## src/design/atrp_pkg.sv

```systemverilog
// Shared types, widths, register indexes and constants for the tilt unit.
// Every other design file refers to this package by scoped names.
package atrp_pkg;

	localparam int ANGLE_ITERATIONS = 16;
	localparam int ITER_W = $clog2(ANGLE_ITERATIONS);
	localparam int ATAN_IDX_W = 5;

	localparam int SAMPLE_W = 16;
	localparam int ROLL_W = 16;
	localparam int PITCH_W = 15;
	localparam int TIME_W = 32;
	localparam int RATIO_W = 8;
	localparam int STEP_W = 10;

	localparam int CFG_IDX_W = 2;
	localparam int CFG_DATA_W = 10;
	localparam logic [CFG_IDX_W-1:0] REG_DECIMATION_RATIO = 2'd0;
	localparam logic [CFG_IDX_W-1:0] REG_TIME_STEP_MS = 2'd1;
	localparam logic [RATIO_W-1:0] RATIO_RESET = 8'd4;
	localparam logic [STEP_W-1:0] STEP_RESET = 10'd20;

	localparam int OPD_W = 17;
	localparam int CORD_W = 34;
	localparam int ACC_W = 24;
	localparam int PRESCALE_SH = 14;
	localparam int ANGLE_SH = 7;
	localparam int ROOT_W = 32;
	localparam logic signed [ACC_W-1:0] HALF_PI_Q20 = 24'sd1647099;
	localparam logic signed [ACC_W-1:0] ROUND_Q20 = 24'sd64;
	localparam logic signed [OPD_W-1:0] ROLL_LIM = 17'sd25736;
	localparam logic signed [OPD_W-1:0] PITCH_LIM = 17'sd12868;

	localparam int QUEUE_DEPTH = 2;
	localparam int QPTR_W = $clog2(QUEUE_DEPTH);
	localparam int QCNT_W = $clog2(QUEUE_DEPTH + 1);

	typedef struct packed {
		logic signed [SAMPLE_W-1:0] ax;
		logic signed [SAMPLE_W-1:0] ay;
		logic signed [SAMPLE_W-1:0] az;
		logic zero;
		logic [TIME_W-1:0] time_ms;
	} sample_t;

	function automatic logic signed [ACC_W-1:0] atan_q20(input logic [ATAN_IDX_W-1:0] idx);
		logic signed [ACC_W-1:0] v;
		case (idx)
			5'd0: v = 24'sd823550;
			5'd1: v = 24'sd486170;
			5'd2: v = 24'sd256879;
			5'd3: v = 24'sd130396;
			5'd4: v = 24'sd65451;
			5'd5: v = 24'sd32757;
			5'd6: v = 24'sd16383;
			5'd7: v = 24'sd8192;
			5'd8: v = 24'sd4096;
			5'd9: v = 24'sd2048;
			5'd10: v = 24'sd1024;
			5'd11: v = 24'sd512;
			5'd12: v = 24'sd256;
			5'd13: v = 24'sd128;
			5'd14: v = 24'sd64;
			5'd15: v = 24'sd32;
			5'd16: v = 24'sd16;
			5'd17: v = 24'sd8;
			5'd18: v = 24'sd4;
			5'd19: v = 24'sd2;
			5'd20: v = 24'sd1;
			default: v = '0;
		endcase
		return v;
	endfunction

endpackage

```

## src/design/atrp_front.sv

```systemverilog
// Front end of the tilt unit: configuration registers, decimation and timestamp.
// Kept samples are classified and handed to the queue; uses atrp_pkg.
module atrp_front (
	input  logic clk,
	input  logic arst_n,
	input  logic cfg_write,
	input  logic [atrp_pkg::CFG_IDX_W-1:0] cfg_index,
	input  logic [atrp_pkg::CFG_DATA_W-1:0] cfg_data,
	input  logic push,
	input  logic q_full,
	input  logic signed [atrp_pkg::SAMPLE_W-1:0] accel_x,
	input  logic signed [atrp_pkg::SAMPLE_W-1:0] accel_y,
	input  logic signed [atrp_pkg::SAMPLE_W-1:0] accel_z,
	output logic enq,
	output atrp_pkg::sample_t enq_item
);

	logic [atrp_pkg::RATIO_W-1:0] ratio_q;
	logic [atrp_pkg::STEP_W-1:0] step_q;
	logic [atrp_pkg::RATIO_W-1:0] count_q;
	logic [atrp_pkg::TIME_W-1:0] time_q;
	logic [atrp_pkg::RATIO_W:0] count_next;
	logic [atrp_pkg::TIME_W-1:0] time_next;
	logic fire;
	logic accept;

	assign count_next = {1'b0, count_q} + {{atrp_pkg::RATIO_W{1'b0}}, 1'b1};
	assign fire = count_next >= {1'b0, ratio_q};
	assign accept = push && !q_full;
	assign time_next = time_q + {{(atrp_pkg::TIME_W-atrp_pkg::STEP_W){1'b0}}, step_q};

	assign enq = accept && fire;
	assign enq_item.ax = accel_x;
	assign enq_item.ay = accel_y;
	assign enq_item.az = accel_z;
	assign enq_item.zero = (accel_x == '0) && (accel_y == '0) && (accel_z == '0);
	assign enq_item.time_ms = time_next;

	always_ff @(posedge clk or negedge arst_n) begin
		if (!arst_n) begin
			ratio_q <= atrp_pkg::RATIO_RESET;
			step_q <= atrp_pkg::STEP_RESET;
		end else if (cfg_write) begin
			case (cfg_index)
				atrp_pkg::REG_DECIMATION_RATIO: ratio_q <= cfg_data[atrp_pkg::RATIO_W-1:0];
				atrp_pkg::REG_TIME_STEP_MS: step_q <= cfg_data[atrp_pkg::STEP_W-1:0];
				default: ;
			endcase
		end
	end

	always_ff @(posedge clk or negedge arst_n) begin
		if (!arst_n) begin
			count_q <= '1;
			time_q <= '0;
		end else if (accept) begin
			if (fire) begin
				count_q <= '0;
				time_q <= time_next;
			end else begin
				count_q <= count_next[atrp_pkg::RATIO_W-1:0];
			end
		end
	end

endmodule

```

## src/design/atrp_queue.sv

```systemverilog
// Two-entry queue of kept samples between the front end and the angle engine.
// Uses the sample type of atrp_pkg.
module atrp_queue (
	input  logic clk,
	input  logic arst_n,
	input  logic wr_en,
	input  atrp_pkg::sample_t wr_item,
	output logic full,
	input  logic rd_en,
	output atrp_pkg::sample_t rd_item,
	output logic valid
);

	atrp_pkg::sample_t entries_q [atrp_pkg::QUEUE_DEPTH];
	logic [atrp_pkg::QPTR_W-1:0] wr_ptr_q;
	logic [atrp_pkg::QPTR_W-1:0] rd_ptr_q;
	logic [atrp_pkg::QCNT_W-1:0] cnt_q;
	logic do_wr;
	logic do_rd;

	assign full = cnt_q == atrp_pkg::QCNT_W'(atrp_pkg::QUEUE_DEPTH);
	assign valid = cnt_q != '0;
	assign rd_item = entries_q[rd_ptr_q];
	assign do_wr = wr_en && !full;
	assign do_rd = rd_en && valid;

	always_ff @(posedge clk) begin
		if (do_wr) begin
			entries_q[wr_ptr_q] <= wr_item;
		end
	end

	always_ff @(posedge clk or negedge arst_n) begin
		if (!arst_n) begin
			wr_ptr_q <= '0;
			rd_ptr_q <= '0;
			cnt_q <= '0;
		end else begin
			if (do_wr) begin
				wr_ptr_q <= (wr_ptr_q == atrp_pkg::QPTR_W'(atrp_pkg::QUEUE_DEPTH - 1)) ?
					'0 : wr_ptr_q + 1'b1;
			end
			if (do_rd) begin
				rd_ptr_q <= (rd_ptr_q == atrp_pkg::QPTR_W'(atrp_pkg::QUEUE_DEPTH - 1)) ?
					'0 : rd_ptr_q + 1'b1;
			end
			if (do_wr && !do_rd) begin
				cnt_q <= cnt_q + 1'b1;
			end else if (do_rd && !do_wr) begin
				cnt_q <= cnt_q - 1'b1;
			end
		end
	end

endmodule

```

## src/design/atrp_cordic.sv

```systemverilog
// Iterative CORDIC vectoring unit giving atan2(y, x) in clamped Q2.13 radians.
// One rotation step per cycle; table and constants come from atrp_pkg.
module atrp_cordic (
	input  logic clk,
	input  logic arst_n,
	input  logic start,
	input  logic signed [atrp_pkg::OPD_W-1:0] x_in,
	input  logic signed [atrp_pkg::OPD_W-1:0] y_in,
	input  logic signed [atrp_pkg::OPD_W-1:0] lim,
	output logic busy,
	output logic signed [atrp_pkg::ROLL_W-1:0] angle
);

	logic busy_q;
	logic fin_q;
	logic [atrp_pkg::ITER_W-1:0] i_q;
	logic signed [atrp_pkg::CORD_W-1:0] x_q;
	logic signed [atrp_pkg::CORD_W-1:0] y_q;
	logic signed [atrp_pkg::ACC_W-1:0] acc_q;
	logic signed [atrp_pkg::OPD_W-1:0] lim_q;
	logic signed [atrp_pkg::ROLL_W-1:0] angle_q;

	logic in_zero;
	logic signed [atrp_pkg::CORD_W-1:0] xs;
	logic signed [atrp_pkg::CORD_W-1:0] ys;
	logic signed [atrp_pkg::CORD_W-1:0] x_pre;
	logic signed [atrp_pkg::CORD_W-1:0] y_pre;
	logic signed [atrp_pkg::ACC_W-1:0] acc_pre;
	logic signed [atrp_pkg::CORD_W-1:0] dx;
	logic signed [atrp_pkg::CORD_W-1:0] dy;
	logic signed [atrp_pkg::ACC_W-1:0] step_angle;
	logic signed [atrp_pkg::ACC_W-1:0] rounded;
	logic signed [atrp_pkg::ACC_W-1:0] shifted;
	logic signed [atrp_pkg::OPD_W-1:0] q_val;
	logic signed [atrp_pkg::OPD_W-1:0] q_clamp;

	assign in_zero = (x_in == '0) && (y_in == '0);
	assign xs = {{(atrp_pkg::CORD_W-atrp_pkg::OPD_W){x_in[atrp_pkg::OPD_W-1]}}, x_in}
		<<< atrp_pkg::PRESCALE_SH;
	assign ys = {{(atrp_pkg::CORD_W-atrp_pkg::OPD_W){y_in[atrp_pkg::OPD_W-1]}}, y_in}
		<<< atrp_pkg::PRESCALE_SH;

	// A vector in the left half-plane is first turned by a quarter turn.
	always_comb begin
		x_pre = xs;
		y_pre = ys;
		acc_pre = '0;
		if (xs < 0) begin
			if (ys >= 0) begin
				x_pre = ys;
				y_pre = -xs;
				acc_pre = atrp_pkg::HALF_PI_Q20;
			end else begin
				x_pre = -ys;
				y_pre = xs;
				acc_pre = -atrp_pkg::HALF_PI_Q20;
			end
		end
	end

	assign dx = y_q >>> i_q;
	assign dy = x_q >>> i_q;
	assign step_angle = atrp_pkg::atan_q20(atrp_pkg::ATAN_IDX_W'(i_q));

	assign rounded = acc_q + atrp_pkg::ROUND_Q20;
	assign shifted = rounded >>> atrp_pkg::ANGLE_SH;
	assign q_val = shifted[atrp_pkg::OPD_W-1:0];

	always_comb begin
		q_clamp = q_val;
		if (q_val > lim_q) begin
			q_clamp = lim_q;
		end else if (q_val < -lim_q) begin
			q_clamp = -lim_q;
		end
	end

	assign busy = busy_q;
	assign angle = angle_q;

	always_ff @(posedge clk or negedge arst_n) begin
		if (!arst_n) begin
			busy_q <= 1'b0;
			fin_q <= 1'b0;
			i_q <= '0;
		end else if (start) begin
			busy_q <= !in_zero;
			fin_q <= 1'b0;
			i_q <= '0;
		end else if (busy_q) begin
			if (fin_q) begin
				busy_q <= 1'b0;
				fin_q <= 1'b0;
			end else begin
				if (i_q == atrp_pkg::ITER_W'(atrp_pkg::ANGLE_ITERATIONS - 1)) begin
					fin_q <= 1'b1;
				end
				i_q <= i_q + 1'b1;
			end
		end
	end

	always_ff @(posedge clk) begin
		if (start) begin
			x_q <= x_pre;
			y_q <= y_pre;
			acc_q <= acc_pre;
			lim_q <= lim;
			if (in_zero) begin
				angle_q <= '0;
			end
		end else if (busy_q) begin
			if (fin_q) begin
				angle_q <= q_clamp[atrp_pkg::ROLL_W-1:0];
			end else if (y_q >= 0) begin
				x_q <= x_q + dx;
				y_q <= y_q - dy;
				acc_q <= acc_q + step_angle;
			end else begin
				x_q <= x_q - dx;
				y_q <= y_q + dy;
				acc_q <= acc_q - step_angle;
			end
		end
	end

endmodule

```

## src/design/atrp_back.sv

```systemverilog
// Angle engine of the tilt unit: squares, integer square root, two CORDIC passes
// and the result register. Uses atrp_pkg and instantiates atrp_cordic.
module atrp_back (
	input  logic clk,
	input  logic arst_n,
	input  logic q_valid,
	input  atrp_pkg::sample_t q_head,
	output logic q_pop,
	input  logic pop,
	output logic empty,
	output logic signed [atrp_pkg::ROLL_W-1:0] roll_angle,
	output logic signed [atrp_pkg::PITCH_W-1:0] pitch_angle,
	output logic [atrp_pkg::TIME_W-1:0] time_ms,
	output logic zero_vector
);

	localparam logic [2:0] ST_IDLE = 3'd0;
	localparam logic [2:0] ST_SQR = 3'd1;
	localparam logic [2:0] ST_SUM = 3'd2;
	localparam logic [2:0] ST_ROOT = 3'd3;
	localparam logic [2:0] ST_PITCH_GO = 3'd4;
	localparam logic [2:0] ST_PITCH = 3'd5;
	localparam logic [2:0] ST_OUT = 3'd6;

	localparam int EXT_W = atrp_pkg::OPD_W - atrp_pkg::SAMPLE_W;

	logic [2:0] state_q;
	logic res_valid_q;
	logic signed [atrp_pkg::SAMPLE_W-1:0] ax_q;
	logic signed [atrp_pkg::SAMPLE_W-1:0] ay_q;
	logic signed [atrp_pkg::SAMPLE_W-1:0] az_q;
	logic zero_q;
	logic [atrp_pkg::TIME_W-1:0] time_q;
	logic [atrp_pkg::ROOT_W-1:0] sq_y_q;
	logic [atrp_pkg::ROOT_W-1:0] sq_z_q;
	logic [atrp_pkg::ROOT_W-1:0] s_q;
	logic [atrp_pkg::ROOT_W-1:0] root_q;
	logic [atrp_pkg::ROOT_W-1:0] bit_q;
	logic signed [atrp_pkg::ROLL_W-1:0] roll_q;
	logic signed [atrp_pkg::ROLL_W-1:0] roll_out_q;
	logic signed [atrp_pkg::PITCH_W-1:0] pitch_out_q;
	logic [atrp_pkg::TIME_W-1:0] time_out_q;
	logic zero_out_q;

	logic signed [2*atrp_pkg::SAMPLE_W-1:0] prod_y;
	logic signed [2*atrp_pkg::SAMPLE_W-1:0] prod_z;
	logic [atrp_pkg::ROOT_W-1:0] trial;
	logic signed [atrp_pkg::OPD_W-1:0] ay_ext;
	logic signed [atrp_pkg::OPD_W-1:0] az_ext;
	logic signed [atrp_pkg::OPD_W-1:0] ax_ext;
	logic cord_start;
	logic signed [atrp_pkg::OPD_W-1:0] cord_x;
	logic signed [atrp_pkg::OPD_W-1:0] cord_y;
	logic signed [atrp_pkg::OPD_W-1:0] cord_lim;
	logic cord_busy;
	logic signed [atrp_pkg::ROLL_W-1:0] cord_angle;
	logic out_free;

	assign ay_ext = {{EXT_W{q_head.ay[atrp_pkg::SAMPLE_W-1]}}, q_head.ay};
	assign az_ext = {{EXT_W{q_head.az[atrp_pkg::SAMPLE_W-1]}}, q_head.az};
	assign ax_ext = {{EXT_W{ax_q[atrp_pkg::SAMPLE_W-1]}}, ax_q};

	assign prod_y = ay_q * ay_q;
	assign prod_z = az_q * az_q;
	assign trial = root_q + bit_q;

	assign q_pop = (state_q == ST_IDLE) && q_valid;
	assign out_free = !res_valid_q || pop;

	always_comb begin
		cord_start = 1'b0;
		cord_x = -az_ext;
		cord_y = -ay_ext;
		cord_lim = atrp_pkg::ROLL_LIM;
		if (state_q == ST_IDLE) begin
			cord_start = q_valid;
		end else if (state_q == ST_PITCH_GO) begin
			cord_start = !cord_busy;
			cord_x = {1'b0, root_q[atrp_pkg::OPD_W-2:0]};
			cord_y = ax_ext;
			cord_lim = atrp_pkg::PITCH_LIM;
		end
	end

	atrp_cordic u_cordic (
		.clk(clk),
		.arst_n(arst_n),
		.start(cord_start),
		.x_in(cord_x),
		.y_in(cord_y),
		.lim(cord_lim),
		.busy(cord_busy),
		.angle(cord_angle)
	);

	always_ff @(posedge clk or negedge arst_n) begin
		if (!arst_n) begin
			state_q <= ST_IDLE;
			res_valid_q <= 1'b0;
		end else begin
			if (state_q == ST_OUT && out_free) begin
				res_valid_q <= 1'b1;
			end else if (pop) begin
				res_valid_q <= 1'b0;
			end
			case (state_q)
				ST_IDLE: begin
					if (q_valid) begin
						state_q <= ST_SQR;
					end
				end
				ST_SQR: state_q <= ST_SUM;
				ST_SUM: state_q <= ST_ROOT;
				ST_ROOT: begin
					if (bit_q[0]) begin
						state_q <= ST_PITCH_GO;
					end
				end
				ST_PITCH_GO: begin
					if (!cord_busy) begin
						state_q <= ST_PITCH;
					end
				end
				ST_PITCH: begin
					if (!cord_busy) begin
						state_q <= ST_OUT;
					end
				end
				ST_OUT: begin
					if (out_free) begin
						state_q <= ST_IDLE;
					end
				end
				default: state_q <= ST_IDLE;
			endcase
		end
	end

	always_ff @(posedge clk) begin
		case (state_q)
			ST_IDLE: begin
				if (q_valid) begin
					ax_q <= q_head.ax;
					ay_q <= q_head.ay;
					az_q <= q_head.az;
					zero_q <= q_head.zero;
					time_q <= q_head.time_ms;
				end
			end
			ST_SQR: begin
				sq_y_q <= prod_y[atrp_pkg::ROOT_W-1:0];
				sq_z_q <= prod_z[atrp_pkg::ROOT_W-1:0];
			end
			ST_SUM: begin
				s_q <= sq_y_q + sq_z_q;
				root_q <= '0;
				bit_q <= atrp_pkg::ROOT_W'(1) << (atrp_pkg::ROOT_W - 2);
			end
			ST_ROOT: begin
				if (s_q >= trial) begin
					s_q <= s_q - trial;
					root_q <= (root_q >> 1) + bit_q;
				end else begin
					root_q <= root_q >> 1;
				end
				bit_q <= bit_q >> 2;
			end
			ST_PITCH_GO: begin
				if (!cord_busy) begin
					roll_q <= cord_angle;
				end
			end
			ST_OUT: begin
				if (out_free) begin
					roll_out_q <= roll_q;
					pitch_out_q <= cord_angle[atrp_pkg::PITCH_W-1:0];
					time_out_q <= time_q;
					zero_out_q <= zero_q;
				end
			end
			default: ;
		endcase
	end

	assign empty = !res_valid_q;
	assign roll_angle = roll_out_q;
	assign pitch_angle = pitch_out_q;
	assign time_ms = time_out_q;
	assign zero_vector = zero_out_q;

endmodule

```

## src/design/accel_tilt_roll_pitch_unit.sv

```systemverilog
// Top level of the accelerometer tilt unit: front end, sample queue and angle engine.
// Depends on atrp_pkg, atrp_front, atrp_queue and atrp_back.

// Roll and pitch from raw three-axis accelerometer samples. Samples are decimated by
// register 0, and each kept sample advances the timestamp by register 1 and yields
// one result with roll = atan2(-ay, -az) in Q2.13 radians and pitch = atan2(ax,
// sqrt(ay^2 + az^2)) in Q1.13 radians; an all-zero sample gives zero angles and sets
// zero_vector. The input side takes a sample in any cycle while full is low. A
// two-entry queue holds kept samples ahead of the angle engine, which takes each
// through 16 square-root steps, then the pitch pass of the one shared CORDIC unit
// (16 iterations plus rounding); the roll pass runs alongside the root. A finished
// result waits in the output register while the engine takes the next one.
module accel_tilt_roll_pitch_unit (
	input  logic clk,
	input  logic arst_n,
	input  logic cfg_write,
	input  logic [atrp_pkg::CFG_IDX_W-1:0] cfg_index,
	input  logic [atrp_pkg::CFG_DATA_W-1:0] cfg_data,
	input  logic push,
	output logic full,
	input  logic signed [atrp_pkg::SAMPLE_W-1:0] accel_x,
	input  logic signed [atrp_pkg::SAMPLE_W-1:0] accel_y,
	input  logic signed [atrp_pkg::SAMPLE_W-1:0] accel_z,
	output logic empty,
	input  logic pop,
	output logic signed [atrp_pkg::ROLL_W-1:0] roll_angle,
	output logic signed [atrp_pkg::PITCH_W-1:0] pitch_angle,
	output logic [atrp_pkg::TIME_W-1:0] time_ms,
	output logic zero_vector
);

	logic enq;
	atrp_pkg::sample_t enq_item;
	logic q_full;
	logic q_valid;
	logic q_pop;
	atrp_pkg::sample_t q_head;

	assign full = q_full;

	atrp_front u_front (
		.clk(clk),
		.arst_n(arst_n),
		.cfg_write(cfg_write),
		.cfg_index(cfg_index),
		.cfg_data(cfg_data),
		.push(push),
		.q_full(q_full),
		.accel_x(accel_x),
		.accel_y(accel_y),
		.accel_z(accel_z),
		.enq(enq),
		.enq_item(enq_item)
	);

	atrp_queue u_queue (
		.clk(clk),
		.arst_n(arst_n),
		.wr_en(enq),
		.wr_item(enq_item),
		.full(q_full),
		.rd_en(q_pop),
		.rd_item(q_head),
		.valid(q_valid)
	);

	atrp_back u_back (
		.clk(clk),
		.arst_n(arst_n),
		.q_valid(q_valid),
		.q_head(q_head),
		.q_pop(q_pop),
		.pop(pop),
		.empty(empty),
		.roll_angle(roll_angle),
		.pitch_angle(pitch_angle),
		.time_ms(time_ms),
		.zero_vector(zero_vector)
	);

endmodule

```

## config.mk

```make
export PLATFORM = sky130hd
export DESIGN_NAME = accel_tilt_roll_pitch_unit
export DESIGN_NICKNAME = d
export VERILOG_FILES = /design/src/design/atrp_pkg.sv /design/src/design/atrp_front.sv /design/src/design/atrp_queue.sv /design/src/design/atrp_cordic.sv /design/src/design/atrp_back.sv /design/src/design/accel_tilt_roll_pitch_unit.sv
export SDC_FILE = /design/constraint.sdc
export NUM_CORES = 2
export LEC_CHECK = 0
export BUFFER_PORTS_ARGS = -buffer_cell sky130_fd_sc_hd__buf_2
export CAP_MARGIN = 0
export CELL_PAD_IN_SITES_DETAIL_PLACEMENT = 0
export CELL_PAD_IN_SITES_GLOBAL_PLACEMENT = 1
export CORE_MARGIN = 8
export CORE_UTILIZATION = 57
export CTS_BUF_LIST = sky130_fd_sc_hd__clkbuf_4 sky130_fd_sc_hd__clkbuf_8
export DETAILED_ROUTE_END_ITERATION = 6
export PLACE_DENSITY = 0.95
export SLEW_MARGIN = 20
export SYNTH_ARGS = -nofsm -noshare
export SYNTH_HDL_FRONTEND = slang
export SYNTH_HIERARCHICAL = 1
export SYNTH_SLANG_ARGS = --single-unit
```

## constraint.sdc

```tcl
create_clock -name clk -period 15.8 [get_ports clk]
set_input_delay 4.74 -clock clk [delete_from_list [all_inputs] [get_ports clk]]
set_output_delay 4.74 -clock clk [all_outputs]
set_load 0.02 [all_outputs]
```

======== Yosys cells after proc, flatten, opt, wreduce, memory -nomap -nowiden ========
Memory sizes are Yosys's and may differ from the RTL's.
Index checks and enable logic that the tools add are counted.
cells by class
  shifts and indexed selects .............. 2
  add/sub/neg operators ................... 23
  reduce and logical (&&, ||, !) cells .... 41
  bitwise operators ....................... 1
  equal/unequal tests ..................... 17
  $mul .................................... 2
  multiplexer cells ....................... 61
  order comparisons ....................... 7
operators with widths
  kind                                                                           number
  34-bit 2-to-1 mux                                                              12
  32-bit one-hot mux with 2 select lines                                         3
  24-bit 2-to-1 mux                                                              6
  16-bit 2-to-1 mux                                                              6
  34-bit adder                                                                   2
  17-bit 2-to-1 mux                                                              4
  31-bit negation with 34-bit output                                             2
  34-bit by 4-bit >>> shifter with 34-bit output                                 2
  34-bit subtractor                                                              2
  32-bit adder                                                                   2
  16-bit by 16-bit multiplier with 32-bit output                                 2
  32-bit 2-to-1 mux                                                              2
  16-bit zero test                                                               3
  34-bit by 1-bit >= comparator with 1-bit output, second input constant         1
  17-bit zero test                                                               2
  16-bit negation with 17-bit output                                             2
  31-bit by 32-bit adder with 32-bit output                                      1
  32-bit by 10-bit adder with 32-bit output                                      1
  32-bit >= comparator                                                           1
  32-bit subtractor                                                              1
  31-bit by 1-bit >= comparator with 1-bit output, second input constant         1
  31-bit by 1-bit less-than comparator with 1-bit output, second input constant  1
  24-bit adder                                                                   1
  24-bit by 8-bit adder with 24-bit output, second input constant                1
  other kinds (35)                                                               93
word-level totals
  memories ................................ 2
  input port bits ......................... 65
  output and inout bits ................... 66
  flip-flop bits (word level) ............. 516
  memory bits (writable) .................. 162
  bits in read-only memories .............. 320
  logic and storage cells ................. 188
memory list
  memory             depth  bits a word  rd ports  clocked after Yosys merged registers in  write ports  RTL line          RTL
  (no name shown)    16     20           1         0                                        0            atrp_pkg.sv:48    case (idx)
  u_queue.entries_q  2      81           1         0                                        1            atrp_queue.sv:14  atrp_pkg::sample_t entries_q [atrp_pkg::QUEUE_DEPTH];

======== Logic depth before layout (Yosys ltp) ========
  depth after elaboration ................. 9
  depth in mapped cells ................... 28
  depth with buffers taken out ............ 25

======== Cells and area by module ========
Netlist, hierarchy kept.
modules (own cells, without submodules)
  module       cells each  area each (µm²)  times used  sequential area each (µm²)
  atrp_back    3319        33882.5          1           9198.8
  atrp_cordic  2030        17576.9          1           3903.7
  atrp_queue   271         6444.9           1           4964.8
  atrp_front   404         3930.0           1           1465.2

======== Worst setup path after synthesis ========
No wires, ideal clock.
  path kind ............................... register to register
  start point ............................. register u_queue/cnt_q[0] (netlist name)
  end point ............................... register u_back/u_cordic/acc_q[0] (netlist name) (enable)
  required time ........................... 15389 ps
  stages on the path, launching flop included .. 7
  setup slack ............................. 6203 ps
  arrival ................................. 9185 ps
  clock period less this slack ............ 9597 ps
  path buffers ............................ 1
  setup time .............................. 411 ps
  path through ............................ dfrtp_1 or2_2 nor2b_1 nor3b_1 or2_2 clkbuf_1 or2_2
on the way
  cells in the longest elaborated chain, start to end .. 4
  elaborated cells between the ends (all ways) .. 5
  classes of those cells .................. eq/ne: 1; mux: 1; reduce/logical: 3
RTL lines
  item                                                                                                    RTL line                          RTL
  from (decl)                                                                                             atrp_queue.sv:17                  logic [atrp_pkg::QCNT_W-1:0] cnt_q;
  from (signal assigned)                                                                                  atrp_queue.sv:48                  cnt_q <= cnt_q + 1'b1;
  from (signal assigned)                                                                                  atrp_queue.sv:50                  cnt_q <= cnt_q - 1'b1;
  2-bit nonzero test (*)                                                                                  atrp_queue.sv:22                  assign valid = cnt_q != '0;
  named net q_valid                                                                                       accel_tilt_roll_pitch_unit.sv:35  logic q_valid;
  1-bit 2-to-1 mux (*)                                                                                    atrp_back.sv:75                   if (state_q == ST_IDLE) begin
  named net u_back.cord_start                                                                             atrp_back.sv:51                   logic cord_start;
  2-bit by 1-bit != test with 1-bit output (no source line) / 2-bit nonzero test (equally long branches)  -
  2-bit AND reduction (no source line) (*)                                                                -
  to (signal assigned)                                                                                    atrp_cordic.sv:107                acc_q <= acc_pre;
  to (signal assigned)                                                                                    atrp_cordic.sv:118                acc_q <= acc_q + step_angle;
  to (signal assigned)                                                                                    atrp_cordic.sv:122                acc_q <= acc_q - step_angle;
  to (decl)                                                                                               atrp_cordic.sv:19                 logic signed [atrp_pkg::ACC_W-1:0] acc_q;
Mark *: on every way through the listed nets, which the timed path passes. The rest lies on a longest branch.
A chain may end at the register's enable or synchronous reset.

======== Final worst setup path ========
  start point ............................. register u_back/az_q[15] (netlist name)
  end point ............................... register u_back/sq_z_q[31] (netlist name) (data pin)
on the way
  cells in the longest elaborated chain, start to end .. 1
RTL lines
  item                                            RTL line          RTL
  from (decl)                                     atrp_back.sv:31   logic signed [atrp_pkg::SAMPLE_W-1:0] az_q;
  from (signal assigned)                          atrp_back.sv:145  az_q <= q_head.az;
  16-bit by 16-bit multiplier with 32-bit output  atrp_back.sv:64   assign prod_z = az_q * az_q;
  named net u_back.prod_z, one bit                atrp_back.sv:46   logic signed [2*atrp_pkg::SAMPLE_W-1:0] prod_z;
  to (signal assigned)                            atrp_back.sv:152  sq_z_q <= prod_z[atrp_pkg::ROOT_W-1:0];
  to (decl)                                       atrp_back.sv:35   logic [atrp_pkg::ROOT_W-1:0] sq_z_q;
The timed path passes the listed nets, and every way through them passes these cells.

==> results.tsv <==
stage	metric	value	unit
timing	setup TNS	0	ns
clocking	Bufs on Longest Clock Path	3	
grt	total grt overflow	0	
timing	worst rel slew slack	24.8	%
placement	PortBufs	130	
hold_path	hold crit path type	reg2reg	
logic_synthesis	Mapped Area	61800	sq um
layout	Final Util	60.7	%
logic_synthesis	Synthesis Warnings	6	
placement	GP Congestion	0.923	
logic_synthesis	Netlist cell types	116	
setup_path	WP data required	16.34	ns
layout	Final nets	7031	
clocking	CTS Hold Buffers Added	0	
layout	non-filler instance count after layout	7567	
timing	max-slew violation count	0	
grt	largest net degree at the start of global routing	82	
logic_synthesis	synthesized flop and latch total	662	
clocking	postcts setup bufs	0	
grt	Total GRT Usage	24.2	%
setup_path	Crit. End Element	flop	
grt	first-pass GRT wire length	237000	microns
logic_synthesis	ys flop type	edfxtp_1	
timing	Clock Skews	0.0956	ns
logic_synthesis	Syn Inst Count	6024	
job	max capacitance violation total	0	
timing	final setup vio count	0	
floorplanning	row cnt	121	
routing	Pre-antenna DRT Iters	6	
floorplanning	die area	119000	sq um
grt	initial antenna violation count	7	
setup_path	CP max FO	17	
placement	placed insts	7353	
routing	Routed wire per std cell	19.4	microns
floorplanning	Die Y	345	microns
routing	ANT nets after route	0	
timing	fin crit period	7.75	ns
clocking	CTS tree	done	
placement	Post-DP HPWL	111000	microns
clocking	Skew-Pair Late Insertion Delay	0.83	ns
logic_synthesis	sequential cell area fraction in the yosys report	31.6	%
timing	fmax	0.129	GHz
floorplanning	I/O pin total	131	
clocking	CTS H-Tree Depth	3	
floorplanning	Starting Density	57.1	%
setup_path	critical path arrival	8.29	ns
layout	Seq. cell area	19500	sq um
timing	Slew @ Worst Pin	1.12	ns
floorplanning	core area	108000	sq um
layout	layout cells sized above 1	11.3	%
timing	Hold Fails Final Rpt	0	
timing	RSZ-0062 raised after global routing	no	
layout	fill count	8657	
logic_synthesis	async set-reset flop share out of synthesis	10.9	%
routing	initial drt markers	3736	
timing	Tcrit/Tclk final	49.0	%
clocking	Clock transition at path regs	0.07	ns
clocking	TritonCTS buffer count	111	
routing	Routed WL	147000	microns
clocking	post-CTS resize count	0	
setup_path	Startpoint Class	flop	
layout	Multi-input gate area	37900	sq um
logic_synthesis	Mean Syn Cell Area	10.3	sq um
floorplanning	Die W	345	microns
clocking	Root Driver	clkbuf_8	
setup_path	WS Path Type	reg2reg	
routing	# DRC	0	
routing	via-per-instance ratio	5.88	
timing	hold slack	0.407	ns
grt	vias in the first global route	45100	
routing	vias	44500	
status	status	finished clean	
layout	Layout area overhead	6.23	%
clocking	Clock Sinks	662	
logic_synthesis	Post-synth EDFFs	590	
-- Yosys cell counts, drive strengths merged, types with 10 or more instances --
master,n,share of area [%]
a211oi,61,0.88
a21boi,13,0.16
a21o,105,1.3
a21oi,299,2.5
a221oi,10,0.14
a22oi,14,0.17
a31o,13,0.18
a31oi,55,0.56
and2,109,1.1
and3,65,0.66
buf,133,1.6
clkbuf,127,0.77
dfrtp,61,2.5
dfstp,11,0.47
edfxtp,590,29
fa,478,15
ha,435,8.8
inv,814,4.9
mux2,143,3.1
mux2i,63,1.0
mux4,64,2.4
nand2,518,3.2
nand2b,51,0.52
nand3,100,0.83
nand3b,13,0.18
nand4,50,0.52
nor2,345,2.1
nor2b,37,0.37
nor3,69,0.57
nor3b,11,0.15
nor4,26,0.27
o211ai,50,0.61
o21a,39,0.47
o21ai,274,2.2
o21bai,41,0.50
o22ai,14,0.14
o31ai,38,0.49
o41ai,11,0.16
or2,28,0.28
or3,41,0.42
xnor2,299,4.2
xor2,186,2.6
-- per-layer routing --
| layer | up-vias | wire length (microns) | GRT usage [%] |
|---|---|---|---|
| met5 | - | 13 | 0 |
| met4 | 2 | 5340 | 8.64 |
| met3 | 285 | 10700 | 4.08 |
| met2 | 1594 | 69300 | 39.7 |
| met1 | 21800 | 61300 | 32.3 |
| li1 | 20800 | - | - |
-- layout make-up --
cell class              instances  share of cell area, %
multi-input cells            4292                   57.6
flip-flops and latches        662                   29.8
inverters                     817                   4.67
clock buffers                 160                   2.95
well taps                    1414                   2.69
repair buffers                169                   1.47
clock inverters                48                  0.813
diodes                          5                 0.0190
-- critical path, cell delays in order, from the launching register on --
cell      delay (ns)
edfxtp_1        0.74
clkinv_1        0.67
nor2_1          0.47
fa_1            0.54
fa_1            0.94
fa_1            0.53
fa_1            0.47
fa_1            0.55
inv_1           0.06
fa_1            0.52
inv_1           0.04
ha_1            0.39
a21o_1          0.21
a21o_1          0.17
a21oi_1         0.23
nor2_1          0.08
a21oi_1         0.12
inv_1           0.07
a211oi_2        0.27
o31ai_1         0.12
a21oi_1         0.18
xnor2_1         0.07
-- worst paths after layout --
path | from | endpoint | slack [ns] | cells past startpoint
setup / recovery | u_back/az_q[15] | u_back/sq_z_q[31] | 8.05 | 21
hold / removal | u_back/time_q[14] | u_back/time_ms[14] | 0.41 | 0
setup reg to reg | u_back/az_q[15] | u_back/sq_z_q[31] | 8.05 | 21
hold reg to reg | u_back/time_q[14] | u_back/time_ms[14] | 0.41 | 0
max in group asynchronous | arst_n | u_back/u_cordic/i_q[1] | 10.78 | 2
min in group asynchronous | arst_n | u_front/ratio_q[4] | 3.81 | 1
-- metrics by stage --
stage	worst slack (ns)	area (sq um)
3_3_place_gp	8.14	63200
2_1_floorplan	6.20	61900
3_5_place_dp	8.00	63200
6_report	8.05	65700
5_1_grt	7.62	65700
4_1_cts	8.15	65600
-- logic make-up after synthesis --
| family | count (synthesis) | synth area share [%] |
|---|---|---|
| compound gates | 1125 | 11.9 |
| simple gates | 1490 | 11.5 |
| flops | 662 | 31.6 |
| mux | 270 | 6.48 |
| other cells | 2 | 0.0121 |
| fa+ha+maj | 913 | 24.3 |
| xor+xnor | 485 | 6.87 |
| buf+inv | 1077 | 7.37 |
-- sequential cells by signal (all words and copies together), names as in the netlist, 16 cells and up --
signal / cells
u_back/ax_q: 16
u_back/roll_angle: 16
u_back/time_q: 32
u_back/bit_q: 16
u_back/u_cordic/acc_q: 24
u_back/time_ms: 32
u_back/az_q: 16
u_back/u_cordic/lim_q: 17
u_back/sq_y_q: 31
u_front/time_q: 32
u_back/roll_q: 16
u_back/ay_q: 16
u_back/s_q: 32
u_back/sq_z_q: 31
u_back/u_cordic/x_q: 34
u_queue/entries_q: 162
u_back/u_cordic/y_q: 34
u_back/root_q: 32
u_back/u_cordic/angle: 16
-- cells in the final DEF, fill, tap and decap left out, types with 66 or more instances in the layout --
cell / n
a21o_1: 105
a21oi_1: 289
nor2_1: 341
xnor2_1: 299
nand2_1: 516
o21ai_0: 257
nor3_1: 66
and2_1: 107
clkbuf_8: 118
mux2_4: 80
fa_1: 478
inv_1: 813
ha_1: 435
xor2_1: 186
edfxtp_1: 590
buf_2: 129
nand3_1: 98
Power is not shown: default switching activity piles up to over one toggle a cycle in this logic, so the estimate is an artifact.
